[config.mk]
export PLATFORM = sky130hd
export DESIGN_NAME = rainbow_led_ring_generator_flat
export DESIGN_NICKNAME = d
export VERILOG_FILES = /design/src/rlrg_pkg.sv /design/src/rlrg_if.sv /design/src/rainbow_led_ring_generator.sv /design/src/flat_wrapper.sv
export SDC_FILE = /design/constraint.sdc
export NUM_CORES = 1
export LEC_CHECK = 0
export ABC_CLOCK_PERIOD_IN_PS = 22600
export BUFFER_PORTS_ARGS = -buffer_cell sky130_fd_sc_hd__buf_2
export CAP_MARGIN = 20
export CORE_UTILIZATION = 40
export CTS_BUF_LIST = sky130_fd_sc_hd__clkbuf_16
export DETAILED_ROUTE_END_ITERATION = 10
export PLACE_DENSITY = 0.53
export REMOVE_ABC_BUFFERS = 1
export SKIP_LAST_GASP = 1
export SLEW_MARGIN = 20
export SYNTH_ARGS = -nofsm -noshare
export SYNTH_HDL_FRONTEND = slang
export SYNTH_SLANG_ARGS = --single-unit
[constraint.sdc]
create_clock -name clk_i -period 22.6 [get_ports clk_i]
set_clock_uncertainty 0.05 [all_clocks]
set_input_delay 4.52 -clock clk_i [delete_from_list [all_inputs] [get_ports clk_i]]
set_output_delay 4.52 -clock clk_i [all_outputs]
set_load 0.01 [all_outputs]
[src/rlrg_pkg.sv]
// Shared types, codes and hue helpers of the rainbow LED ring generator.
package rlrg_pkg;

  localparam int unsigned IDX_W     = 6;
  localparam int unsigned CFG_W     = 10;
  localparam int unsigned CFG_IDX_W = 2;
  localparam int unsigned MS_W      = 10;

  localparam logic [MS_W-1:0] ELAPSED_MAX = 10'd1023;

  localparam logic [2:0] OP_TICK      = 3'd0;
  localparam logic [2:0] OP_SET_ALL   = 3'd1;
  localparam logic [2:0] OP_SET_PIXEL = 3'd2;
  localparam logic [2:0] OP_CLEAR     = 3'd3;
  localparam logic [2:0] OP_RAINBOW   = 3'd4;

  localparam logic [CFG_IDX_W-1:0] REG_INTERVAL   = 2'd0;
  localparam logic [CFG_IDX_W-1:0] REG_BRIGHTNESS = 2'd1;
  localparam logic [CFG_IDX_W-1:0] REG_SATURATION = 2'd2;

  localparam logic [MS_W-1:0] INTERVAL_RST   = 10'd60;
  localparam logic [7:0]      BRIGHTNESS_RST = 8'd100;
  localparam logic [7:0]      SATURATION_RST = 8'd255;

  typedef enum logic [2:0] {
    ST_IDLE,
    ST_SF,
    ST_SNF,
    ST_P,
    ST_Q,
    ST_T,
    ST_PUSH
  } state_e;

  typedef enum logic [2:0] {
    SEC_0,
    SEC_1,
    SEC_2,
    SEC_3,
    SEC_4,
    SEC_5
  } sector_e;

  function automatic sector_e hue_sector(input logic [7:0] h);
    sector_e s;
    priority if (h < 8'd43)  s = SEC_0;
    else if (h < 8'd86)      s = SEC_1;
    else if (h < 8'd129)     s = SEC_2;
    else if (h < 8'd172)     s = SEC_3;
    else if (h < 8'd215)     s = SEC_4;
    else                     s = SEC_5;
    return s;
  endfunction

  function automatic logic [7:0] sector_base(input sector_e s);
    logic [7:0] b;
    unique case (s)
      SEC_0:   b = 8'd0;
      SEC_1:   b = 8'd43;
      SEC_2:   b = 8'd86;
      SEC_3:   b = 8'd129;
      SEC_4:   b = 8'd172;
      SEC_5:   b = 8'd215;
      default: b = 8'd0;
    endcase
    return b;
  endfunction

  function automatic logic [7:0] hue_frac(input logic [7:0] h);
    logic [7:0] d;
    d = h - sector_base(hue_sector(h));
    return 8'(10'(d) * 10'd6);
  endfunction

endpackage

[src/rlrg_if.sv]
// Valid/ready channel interfaces for commands and LED writes.
interface rlrg_cmd_if;
  logic       valid;
  logic       ready;
  logic [2:0] op;
  logic [7:0] pixel_index;
  logic [7:0] red_in;
  logic [7:0] green_in;
  logic [7:0] blue_in;
  logic       enable;

  modport source (output valid, op, pixel_index, red_in, green_in, blue_in, enable,
                  input ready);
  modport sink   (input valid, op, pixel_index, red_in, green_in, blue_in, enable,
                  output ready);
endinterface

interface rlrg_pix_if;
  logic       valid;
  logic       ready;
  logic [5:0] led_index;
  logic [7:0] red_out;
  logic [7:0] green_out;
  logic [7:0] blue_out;
  logic       last_of_frame;
  logic       animating;

  modport source (output valid, led_index, red_out, green_out, blue_out, last_of_frame,
                  animating, input ready);
  modport sink   (input valid, led_index, red_out, green_out, blue_out, last_of_frame,
                  animating, output ready);
endinterface

[src/rainbow_led_ring_generator.sv]
// Rainbow LED ring generator: command decode, frame timing and iterative HSV-to-RGB.
//
//  channel   dir   payload                                              handshake
//  cmd_i     in    op, pixel_index, red_in, green_in, blue_in, enable   valid/ready
//  pix_o     out   led_index, red/green/blue_out, last_of_frame, anim   valid/ready
//  cfg       in    cfg_idx_i, cfg_data_i                                cfg_we_i
//
// For a rainbow frame each LED takes 5 passes through the one shared 8x8 multiplier
// (states SF, SNF, P, Q, T), then the write in the push state.
// Set all and clear write every LED in turn; set pixel writes one LED; other items stay idle.
// cmd_i.ready is high only while the sequencer is idle; pix_o stalls hold the sequencer.
// rst_ni resets mode, timing and register state to their defaults at once; no clearing pass.
module rainbow_led_ring_generator
  import rlrg_pkg::*;
#(
  parameter int unsigned LED_COUNT = 16
) (
  input  logic                 clk_i,
  input  logic                 rst_ni,
  rlrg_cmd_if.sink             cmd_i,
  rlrg_pix_if.source           pix_o,
  input  logic                 cfg_we_i,
  input  logic [CFG_IDX_W-1:0] cfg_idx_i,
  input  logic [CFG_W-1:0]     cfg_data_i
);

  localparam logic [7:0]       HUE_STEP = 8'(256 / LED_COUNT);
  localparam logic [IDX_W-1:0] LAST_IDX = IDX_W'(LED_COUNT - 1);
  localparam logic [7:0]       COUNT_B  = 8'(LED_COUNT);

  state_e           state_q, state_d;
  logic             rainbow_q;
  logic             due_q;
  logic [7:0]       hue_q;
  logic [MS_W-1:0]  elapsed_q;
  logic [MS_W-1:0]  interval_q;
  logic [7:0]       bright_q;
  logic [7:0]       sat_q;

  logic [7:0]       cur_hue_q;
  logic [IDX_W-1:0] idx_q;
  logic             frame_q;
  logic             single_q;
  logic [7:0]       r_q, g_q, b_q;
  logic [7:0]       sa_q, sb_q, p_q, q_q, t_q;

  logic             out_valid_q;
  logic [IDX_W-1:0] out_idx_q;
  logic [7:0]       out_r_q, out_g_q, out_b_q;
  logic             out_last_q;
  logic             out_anim_q;

  logic             accept;
  logic             in_range;
  logic [MS_W-1:0]  elapsed_inc;
  logic             start_frame;
  logic             start_fill;
  logic             start_one;
  logic             is_last;
  logic             out_free;
  logic             push_fire;
  sector_e          sector;
  logic [7:0]       frac;
  logic [7:0]       mul_a, mul_b;
  logic [15:0]      prod;
  logic [7:0]       pix_r, pix_g, pix_b;

  assign cmd_i.ready = (state_q == ST_IDLE);
  assign accept      = cmd_i.valid && cmd_i.ready;
  assign in_range    = cmd_i.pixel_index < COUNT_B;
  assign elapsed_inc = (elapsed_q == ELAPSED_MAX) ? elapsed_q : elapsed_q + 1'b1;
  assign start_frame = (cmd_i.op == OP_TICK) && rainbow_q &&
                       (due_q || (elapsed_inc >= interval_q));
  assign start_fill  = (cmd_i.op == OP_SET_ALL) || (cmd_i.op == OP_CLEAR);
  assign start_one   = (cmd_i.op == OP_SET_PIXEL) && in_range;
  assign is_last     = single_q || (idx_q == LAST_IDX);
  assign out_free    = !out_valid_q || pix_o.ready;
  assign push_fire   = (state_q == ST_PUSH) && out_free;

  assign sector = hue_sector(cur_hue_q);
  assign frac   = hue_frac(cur_hue_q);

  always_comb begin
    state_d = state_q;
    unique case (state_q)
      ST_IDLE: begin
        if (accept && (start_frame)) begin
          state_d = ST_SF;
        end else if (accept && (start_fill || start_one)) begin
          state_d = ST_PUSH;
        end
      end
      ST_SF:   state_d = ST_SNF;
      ST_SNF:  state_d = ST_P;
      ST_P:    state_d = ST_Q;
      ST_Q:    state_d = ST_T;
      ST_T:    state_d = ST_PUSH;
      ST_PUSH: begin
        if (out_free) begin
          if (is_last) begin
            state_d = ST_IDLE;
          end else if (frame_q) begin
            state_d = ST_SF;
          end
        end
      end
      default: state_d = ST_IDLE;
    endcase
  end

  always_comb begin
    mul_a = bright_q;
    mul_b = 8'd0;
    unique case (state_q)
      ST_SF: begin
        mul_a = sat_q;
        mul_b = frac;
      end
      ST_SNF: begin
        mul_a = sat_q;
        mul_b = 8'd255 - frac;
      end
      ST_P:    mul_b = 8'd255 - sat_q;
      ST_Q:    mul_b = 8'd255 - sa_q;
      ST_T:    mul_b = 8'd255 - sb_q;
      default: mul_b = 8'd0;
    endcase
  end

  assign prod = 16'(mul_a) * 16'(mul_b);

  always_comb begin
    pix_r = r_q;
    pix_g = g_q;
    pix_b = b_q;
    if (frame_q) begin
      if (sat_q == 8'd0) begin
        pix_r = bright_q;
        pix_g = bright_q;
        pix_b = bright_q;
      end else begin
        unique case (sector)
          SEC_0: begin pix_r = bright_q; pix_g = t_q;      pix_b = p_q;      end
          SEC_1: begin pix_r = q_q;      pix_g = bright_q; pix_b = p_q;      end
          SEC_2: begin pix_r = p_q;      pix_g = bright_q; pix_b = t_q;      end
          SEC_3: begin pix_r = p_q;      pix_g = q_q;      pix_b = bright_q; end
          SEC_4: begin pix_r = t_q;      pix_g = p_q;      pix_b = bright_q; end
          default: begin pix_r = bright_q; pix_g = p_q;    pix_b = q_q;      end
        endcase
      end
    end
  end

  always_ff @(posedge clk_i or negedge rst_ni) begin
    if (!rst_ni) begin
      state_q     <= ST_IDLE;
      rainbow_q   <= 1'b1;
      due_q       <= 1'b1;
      hue_q       <= 8'd0;
      elapsed_q   <= '0;
      interval_q  <= INTERVAL_RST;
      bright_q    <= BRIGHTNESS_RST;
      sat_q       <= SATURATION_RST;
      out_valid_q <= 1'b0;
    end else begin
      state_q <= state_d;
      if (cfg_we_i) begin
        unique case (cfg_idx_i)
          REG_INTERVAL:   interval_q <= cfg_data_i;
          REG_BRIGHTNESS: bright_q   <= cfg_data_i[7:0];
          REG_SATURATION: sat_q      <= cfg_data_i[7:0];
          default: ;
        endcase
      end
      if (accept) begin
        unique case (cmd_i.op)
          OP_TICK: begin
            if (rainbow_q) begin
              if (start_frame) begin
                elapsed_q <= '0;
                due_q     <= 1'b0;
                hue_q     <= hue_q + 8'd1;
              end else begin
                elapsed_q <= elapsed_inc;
              end
            end
          end
          OP_SET_ALL, OP_CLEAR: rainbow_q <= 1'b0;
          OP_SET_PIXEL: begin
            if (in_range) begin
              rainbow_q <= 1'b0;
            end
          end
          OP_RAINBOW: begin
            rainbow_q <= cmd_i.enable;
            if (cmd_i.enable) begin
              due_q <= 1'b1;
            end
          end
          default: ;
        endcase
      end
      if (push_fire) begin
        out_valid_q <= 1'b1;
      end else if (pix_o.ready) begin
        out_valid_q <= 1'b0;
      end
    end
  end

  always_ff @(posedge clk_i) begin
    if (accept) begin
      cur_hue_q <= hue_q;
      idx_q     <= start_one ? cmd_i.pixel_index[IDX_W-1:0] : '0;
      frame_q   <= start_frame;
      single_q  <= start_one;
      r_q       <= (cmd_i.op == OP_CLEAR) ? 8'd0 : cmd_i.red_in;
      g_q       <= (cmd_i.op == OP_CLEAR) ? 8'd0 : cmd_i.green_in;
      b_q       <= (cmd_i.op == OP_CLEAR) ? 8'd0 : cmd_i.blue_in;
    end
    unique case (state_q)
      ST_SF:   sa_q <= prod[15:8];
      ST_SNF:  sb_q <= prod[15:8];
      ST_P:    p_q  <= prod[15:8];
      ST_Q:    q_q  <= prod[15:8];
      ST_T:    t_q  <= prod[15:8];
      default: ;
    endcase
    if (push_fire) begin
      out_idx_q  <= idx_q;
      out_r_q    <= pix_r;
      out_g_q    <= pix_g;
      out_b_q    <= pix_b;
      out_last_q <= is_last;
      out_anim_q <= rainbow_q;
      idx_q      <= idx_q + 1'b1;
      cur_hue_q  <= cur_hue_q + HUE_STEP;
    end
  end

  assign pix_o.valid         = out_valid_q;
  assign pix_o.led_index     = out_idx_q;
  assign pix_o.red_out       = out_r_q;
  assign pix_o.green_out     = out_g_q;
  assign pix_o.blue_out      = out_b_q;
  assign pix_o.last_of_frame = out_last_q;
  assign pix_o.animating     = out_anim_q;

endmodule

[src/flat_wrapper.sv]
// flat-port wrapper written by rule: the top's interface ports become plain ports
module rainbow_led_ring_generator_flat import rlrg_pkg::*;
#(
  parameter int unsigned LED_COUNT = 16
)
  (clk_i, rst_ni, cfg_we_i, cfg_idx_i, cfg_data_i, cmd_i_valid, cmd_i_op, cmd_i_pixel_index, cmd_i_red_in, cmd_i_green_in, cmd_i_blue_in, cmd_i_enable, cmd_i_ready, pix_o_valid, pix_o_led_index, pix_o_red_out, pix_o_green_out, pix_o_blue_out, pix_o_last_of_frame, pix_o_animating, pix_o_ready);
  rlrg_cmd_if cmd_i_i ();
  rlrg_pix_if pix_o_i ();
  input  logic clk_i;
  input  logic rst_ni;
  input  logic cfg_we_i;
  input  logic [CFG_IDX_W-1:0] cfg_idx_i;
  input  logic [CFG_W-1:0] cfg_data_i;
  input wire logic [$bits(cmd_i_i.valid)-1:0] cmd_i_valid;
  input wire logic [$bits(cmd_i_i.op)-1:0] cmd_i_op;
  input wire logic [$bits(cmd_i_i.pixel_index)-1:0] cmd_i_pixel_index;
  input wire logic [$bits(cmd_i_i.red_in)-1:0] cmd_i_red_in;
  input wire logic [$bits(cmd_i_i.green_in)-1:0] cmd_i_green_in;
  input wire logic [$bits(cmd_i_i.blue_in)-1:0] cmd_i_blue_in;
  input wire logic [$bits(cmd_i_i.enable)-1:0] cmd_i_enable;
  output wire logic [$bits(cmd_i_i.ready)-1:0] cmd_i_ready;
  output wire logic [$bits(pix_o_i.valid)-1:0] pix_o_valid;
  output wire logic [$bits(pix_o_i.led_index)-1:0] pix_o_led_index;
  output wire logic [$bits(pix_o_i.red_out)-1:0] pix_o_red_out;
  output wire logic [$bits(pix_o_i.green_out)-1:0] pix_o_green_out;
  output wire logic [$bits(pix_o_i.blue_out)-1:0] pix_o_blue_out;
  output wire logic [$bits(pix_o_i.last_of_frame)-1:0] pix_o_last_of_frame;
  output wire logic [$bits(pix_o_i.animating)-1:0] pix_o_animating;
  input wire logic [$bits(pix_o_i.ready)-1:0] pix_o_ready;
  assign cmd_i_i.valid = cmd_i_valid;
  assign cmd_i_i.op = cmd_i_op;
  assign cmd_i_i.pixel_index = cmd_i_pixel_index;
  assign cmd_i_i.red_in = cmd_i_red_in;
  assign cmd_i_i.green_in = cmd_i_green_in;
  assign cmd_i_i.blue_in = cmd_i_blue_in;
  assign cmd_i_i.enable = cmd_i_enable;
  assign cmd_i_ready = cmd_i_i.ready;
  assign pix_o_valid = pix_o_i.valid;
  assign pix_o_led_index = pix_o_i.led_index;
  assign pix_o_red_out = pix_o_i.red_out;
  assign pix_o_green_out = pix_o_i.green_out;
  assign pix_o_blue_out = pix_o_i.blue_out;
  assign pix_o_last_of_frame = pix_o_i.last_of_frame;
  assign pix_o_animating = pix_o_i.animating;
  assign pix_o_i.ready = pix_o_ready;
  rainbow_led_ring_generator #(.LED_COUNT(LED_COUNT)) u_core (.clk_i(clk_i), .rst_ni(rst_ni), .cmd_i(cmd_i_i), .pix_o(pix_o_i), .cfg_we_i(cfg_we_i), .cfg_idx_i(cfg_idx_i), .cfg_data_i(cfg_data_i));
endmodule
# [Word level (Yosys, flattened, before mapping)]
# Cells that the tools add are included.
# Widths: inputs -> output; s select.
[classes] add_sub_neg=9 n_eq_ne=26 muxes=38 n_reduce_logical=36 mul=2 n_lt_le_gt_ge=7
[op_table] cell="$pmux 8 s5" n=2
[op_table] cell="$mux 8" n=9
[op_table] cell="$pmux 8 s3" n=3
[op_table] cell="$sub 8x8->8 const A" n=4
[op_table] cell="$mux 3" n=9
[op_table] cell="$lt 8x8->1 const B" n=3
[op_table] cell="$pmux 3 s7" n=1
[op_table] cell="$mux 10" n=2
[op_table] cell="$eq 3x2->1 const B" n=6
[op_table] cell="$eq 3x3->1 const B" n=6
[op_table] cell="$mux 6" n=3
[op_table] cell="$mul 8x8->16" n=1
[op_table] cell="$reduce_or 2->1" n=6
[op_table] cell="$add 10x1->10 const B" n=1
[op_table] cell="$eq 10x10->1 const B" n=1
[op_table] cell="$ge 10x10->1" n=1
[op_table] cell="$eq 3x1->1 const B" n=3
[op_table] cell="$logic_not 3->1" n=3
[op_table] cell="$reduce_and 3->1" n=3
[op_table] cell="$add 8x1->8 const B" n=1
[op_table] cell="$add 8x5->8 const B" n=1
[op_table] cell="$logic_not 8->1" n=1
[op_table] cell="$lt 8x5->1 const B" n=1
[op_table] cell="$lt 8x6->1 const B" n=1
[op_table] cell="23 further kinds" n=46
[word_totals] regBits=162 out_inout_bits=34 input_bits=53

# [Longest topological paths before layout]
[depth] depth_word=13 ltp_mapped=38

# [Worst setup path before layout]
# OpenSTA, ideal clock, no wires.
[synth_path] kind="register -> register" from="register u_core.cur_hue_q[5]" to="register u_core.p_q[1] (data pin)" period_less_slack_ns=8.725 required_time_ns=22.273 stages_incl_launch_ff=34 t_arrival_ns=8.399 setup_slack_ns=13.875 path_cell_list="edfxtp_1 > inv_1 > ha_1 > inv_1 > o21ai_0 > a21oi_1 > and2_1 > clkbuf_1 > nor3_1 > ha_1 > nor2b_1 > o21a_1 > o211a_1 > a211oi_2 > inv_2 > clkbuf_1 > ha_1 > a21oi_1 > xnor2_1 > xor2_1 > nor4_1 > a311oi_1 > fa_1 > fa_1 > fa_1 > fa_1 > inv_1 > ha_1 > nand4_1 > a211o_1 > o41a_4 > nor2b_4 > o21ba_2 > xnor2_1"
[synth_between] elab_chain_cells=13
[synth_rtl] element="start: declaration" line_no="rainbow_led_ring_generator.sv:40" source="logic [7:0] cur_hue_q;"
[synth_rtl] element="start signal: assignment" line_no="rainbow_led_ring_generator.sv:213" source="cur_hue_q <= hue_q;"
[synth_rtl] element="start signal: assignment" line_no="rainbow_led_ring_generator.sv:237" source="cur_hue_q <= cur_hue_q + HUE_STEP;"
[synth_rtl] element="$lt 8x8->1" line_no="rlrg_pkg.sv:50" source="else if (h < 8'd215) s = SEC_4;"
[synth_rtl] element="$mux 1" line_no="rlrg_pkg.sv:50"
[synth_rtl] element="$mux 3" line_no="rlrg_pkg.sv:49" source="else if (h < 8'd172) s = SEC_3;"
[synth_rtl] element="$mux 3" line_no="rlrg_pkg.sv:48" source="else if (h < 8'd129) s = SEC_2;"
[synth_rtl] element="$mux 3" line_no="rlrg_pkg.sv:47" source="else if (h < 8'd86) s = SEC_1;"
[synth_rtl] element="$mux 3" line_no="rlrg_pkg.sv:46" source="priority if (h < 8'd43) s = SEC_0;"
[synth_rtl] element="$eq 3x3->1 (tied with other cells)" line_no="rlrg_pkg.sv:57" source="unique case (s)"
[synth_rtl] element="$pmux 8 s5" line_no="rlrg_pkg.sv:57"
[synth_rtl] element="$sub 8x8->8 (*)" line_no="rlrg_pkg.sv:71" source="d = h - sector_base(hue_sector(h));"
[synth_rtl] element="$mul 8x2->7 (*)" line_no="rlrg_pkg.sv:72" source="return 8'(10'(d) * 10'd6);"
[synth_rtl] element="$sub 8x8->8" line_no="rainbow_led_ring_generator.sv:121" source="mul_b = 8'd255 - frac;"
[synth_rtl] element="$pmux 8 s5 (*)" line_no="rainbow_led_ring_generator.sv:114" source="unique case (state_q)"
[synth_rtl] element="$mul 8x8->16 (*)" line_no="rainbow_led_ring_generator.sv:130" source="assign prod = 16'(mul_a) * 16'(mul_b);"
[synth_rtl] element="named net u_core.prod[9]" line_no="rainbow_led_ring_generator.sv:65" source="logic [15:0] prod;"
[synth_rtl] element="end signal: assignment" line_no="rainbow_led_ring_generator.sv:224" source="ST_P: p_q <= prod[15:8];"
[synth_rtl] element="end: declaration" line_no="rainbow_led_ring_generator.sv:45" source="logic [7:0] sa_q, sb_q, p_q, q_q, t_q;"
# Mark *: on every way through the listed nets, which the timed path passes. The rest lies on a longest branch.
# A chain may end at the register's enable or synchronous reset.

# [Final worst setup path]
[layout_path] from="register u_core.cur_hue_q[5]" to="register u_core.q_q[7] (data pin)"
[layout_between] elab_chain_cells=13
[layout_rtl] element="$lt 8x8->1" line_no="rlrg_pkg.sv:50"
[layout_rtl] element="$mux 1" line_no="rlrg_pkg.sv:50"
[layout_rtl] element="$mux 3" line_no="rlrg_pkg.sv:49"
[layout_rtl] element="$mux 3" line_no="rlrg_pkg.sv:48"
[layout_rtl] element="$mux 3" line_no="rlrg_pkg.sv:47"
[layout_rtl] element="$mux 3" line_no="rlrg_pkg.sv:46"
[layout_rtl] element="$eq 3x3->1 (tied with other cells)" line_no="rlrg_pkg.sv:57"
[layout_rtl] element="$pmux 8 s5" line_no="rlrg_pkg.sv:57"
[layout_rtl] element="$sub 8x8->8 (*)" line_no="rlrg_pkg.sv:71"
[layout_rtl] element="$mul 8x2->7 (*)" line_no="rlrg_pkg.sv:72"
[layout_rtl] element="$sub 8x8->8" line_no="rainbow_led_ring_generator.sv:121"
[layout_rtl] element="$pmux 8 s5 (*)" line_no="rainbow_led_ring_generator.sv:114"
[layout_rtl] element="$mul 8x8->16 (*)" line_no="rainbow_led_ring_generator.sv:130"
[layout_rtl] element="named net u_core.prod[15]" line_no="rainbow_led_ring_generator.sv:65"
[layout_rtl] element="end signal: assignment" line_no="rainbow_led_ring_generator.sv:225" source="ST_Q: q_q <= prod[15:8];"
[layout_rtl] element="end: declaration" line_no="rainbow_led_ring_generator.sv:45"
# Marks and branches as above.

==> impl_metrics.yaml <==
worst_setup_path:
  worstSetupStartpointType: "register"
  crit_slowest_cell: "a211oi_4"
  max_stage_delay_ns: 0.67
  critPathKind: "register to register"
  cp_data_arrival_time_ns: 10.28
  worst-path-buf-inv: 4
  r2r_setup_slack_ns: 12.43
  critical-path-top-delay-family: "compound AO/OA/AOI/OAI gates"
  critical_path_required_ns: 22.71
  cp_max_fo: 18
  end_kind: "register"
detailed_routing:
  viasPerCell: 5.40
  drt_iter0_markers: 751
  detail_route.wl_per_cell_um: 18.1
  routed_wl_mm: 26.7
  drc_errors: 18
  vias: 7960
  antenna_left: 0
  dr.pass1.iters: 8
global_route:
  grt_pass1_vias: 7504
  gr-total-overflow: 0
  track_usage_pct: 20.2
  antenna_found_initial: 0
  grt_max_degree: 51
  grt_pass1_wl_mm: 41.7
floorplan:
  dieHeight_um: 166
  io-pin-count: 87
  dieArea_mm2: 0.0274
  core_mm2: 0.0261
  num_rows: 59
  initial_utilization_pct: 40.9
  dieWidth_um: 166
sta:
  setup_viol: 0
  maxSlewViolCount: 0
  worst_slew_pin_slew_ns: 1.06
  final-hold-violation-count: 0
  fmax_mhz: 98.4
  setup-tns-final_ns: 0
  period_minus_slack_ns: 10.17
  rsz0062_at_grt: "false"
  period_share_pct: 45.0
  slew_headroom_pct: 29.0
finish:
  design_area_mm2: 0.0121
  area_delta_synth_final_pct: 13.4
  drive_gt1_share_pct: 17.8
  nNetsFinal: 1280
  diodes: 0
clock_network:
  root_buffer: "clkbuf_16"
  ctsHoldBuffers: 0
  postCtsSetupRepairBufs: 0
  cts_sinks: 162
  htreeDepth: 4
  clk_latency_ns: 0.43
  clk_pin_slew_ns: 0.07
  cts_resized: 0
  cts_tree: "done"
  cts_buffers: 17
  ctsLongestPathBuffers: 2
place:
  dpl.hpwl_mm: 20.0
  port_buffers: 86
  globalplace.congestion: 0.876
  place_area_mm2: 0.0115
synthesis:
  ys_warn_count: 0
  synth_ff_type: "edfxtp_1"
  synth_cell_types: 71
  avgSynthCellArea_um2: 10.1
  syn_area_mm2: 0.0107
  ys_async_sr_fraction_pct: 30.9
  synthCells: 1055
  synth_edf_count: 112
  synth-seq-cells: 162
  ys_seq_area_share_pct: 43.4
outcome:
  outcome: "finished, violations left"
  violations: "DRC"
job:
  cap_viol_max_count: 0
hold_path:
  hp-class: "register to register"
logic make-up (layout without fill, tap and decap cells):
kind of cell / Yosys count / in the layout / synth area share, %
AOI/OAI and AO/OA: 218 / 218 / 13.4
xor gates and xnor gates: 38 / 38 / 3.11
adders and majority gates: 99 / 99 / 14.2
buffers and inverters: 142 / 227 / 5.14
DFF: 162 / 162 / 43.4
muxes: 48 / 48 / 4.79
and+or+nand+nor: 348 / 348 / 16.0
cell usage in the layout (no fill, tap or decap), types with 23 or more instances in the layout:
| cell type | instances |
|---|---|
| edfxtp_1 | 112 |
| nor2_1 | 99 |
| inv_1 | 98 |
| buf_2 | 86 |
| nand2_1 | 81 |
| o21ai_0 | 70 |
| ha_1 | 62 |
| a21oi_1 | 50 |
| and2_1 | 41 |
| fa_1 | 37 |
| nor3_1 | 34 |
| dfrtp_1 | 33 |
| xnor2_1 | 25 |
| mux2i_1 | 23 |
registers in the layout (all words and copies together) (netlist names), 8 cells and up:
| name | flops |
|---|---|
| u_core.g_q | 8 |
| u_core.elapsed_q | 10 |
| u_core.sa_q | 8 |
| u_core.bright_q | 8 |
| u_core.q_q | 8 |
| u_core.pix_o.blue_out | 8 |
| u_core.cur_hue_q | 8 |
| u_core.p_q | 8 |
| u_core.sb_q | 8 |
| u_core.r_q | 8 |
| u_core.interval_q | 10 |
| u_core.t_q | 8 |
| u_core.b_q | 8 |
| u_core.hue_q | 8 |
| u_core.pix_o.red_out | 8 |
| u_core.pix_o.green_out | 8 |
| u_core.sat_q | 8 |
synthesized netlist by cell type (4+ instances only):
library cell  instances  area (µm²)
edfxtp_1            112        3360
nor2_1               99         372
inv_1                98         368
nand2_1              81         304
o21ai_0              70         350
ha_1                 62         776
a21oi_1              51         255
and2_1               41         257
clkbuf_1             37         139
fa_1                 37         741
nor3_1               35         175
dfrtp_1              33         826
mux2i_1              25         250
xnor2_1              25         219
mux2_2               22         248
or2_2                18         113
dfstp_2              17         447
nand3_1              16        80.1
xor2_1               13         114
a21o_1               11        82.6
nand2b_1             11        68.8
o22ai_1              10        62.6
a221oi_1              9        78.8
a221o_1               8        80.1
a222oi_1              8        80.1
nor2b_1               8        50.1
or3_1                 7        43.8
a311oi_1              6        52.6
a22o_1                5        43.8
and3_1                5        31.3
nor3b_1               5        37.5
o21a_1                5        37.5
a211oi_1              4        30.0
nand3b_1              4        30.0
nand4_1               4        25.0
per-stage QoR:
step	util [%]	setup slack, ns	instances	hold WS (ns)
after global placement	43.8	12.20	1444	0.415
final	46.4	12.43	1475	0.430
after global routing	46.4	11.88	1475	0.449
after floorplan	-	13.51	1012	0.395
after detailed placement	43.9	11.89	1444	0.419
after CTS	46.3	11.85	1475	0.433
worst register-to-register path, delay by kind of cell (launching register included):
kind                     cells  cell delay [ns]
AO/OA/AOI/OAI               10             3.28
adder cells (fa/ha/maj)      8             3.25
AND/OR/NAND/NOR              6             1.12
XOR/XNOR                     2             0.72
buffers and inverters        4             0.58
flip-flops                   1             0.47
multiplexers                 1             0.42
final timing paths:
check	endpoint	from	depth (start not counted)
setup / recovery	u_core.q_q[7]	u_core.cur_hue_q[5]	31
hold / removal	u_core.due_q	u_core.due_q	2
setup reg to reg	u_core.q_q[7]	u_core.cur_hue_q[5]	31
hold reg to reg	u_core.due_q	u_core.due_q	2
max in group asynchronous	u_core.bright_q[0]	rst_ni	2
min in group asynchronous	u_core.state_q[2]	rst_ni	2
metal layers:
layer | GRT usage [%] | up-vias | routed length (µm)
met2 | 31.5 | 213 | 12300
met3 | 3.25 | 21 | 1130
li1 | - | 3867 | -
met1 | 29.2 | 3859 | 13000
met4 | 4.79 | 0 | 296
met5 | 0 | - | 0
area by class of cell:
cell class,count,area [µm²]
clock inverters,14,218
clock buffers,17,425
well taps,335,419
repair buffers,97,513
fillers,2535,14000
flip-flops and latches,162,4640
inverters,99,372
multi-input cells,751,5540
Power is not shown: default switching activity piles up to over one toggle a cycle in this logic, so the estimate is an artifact.
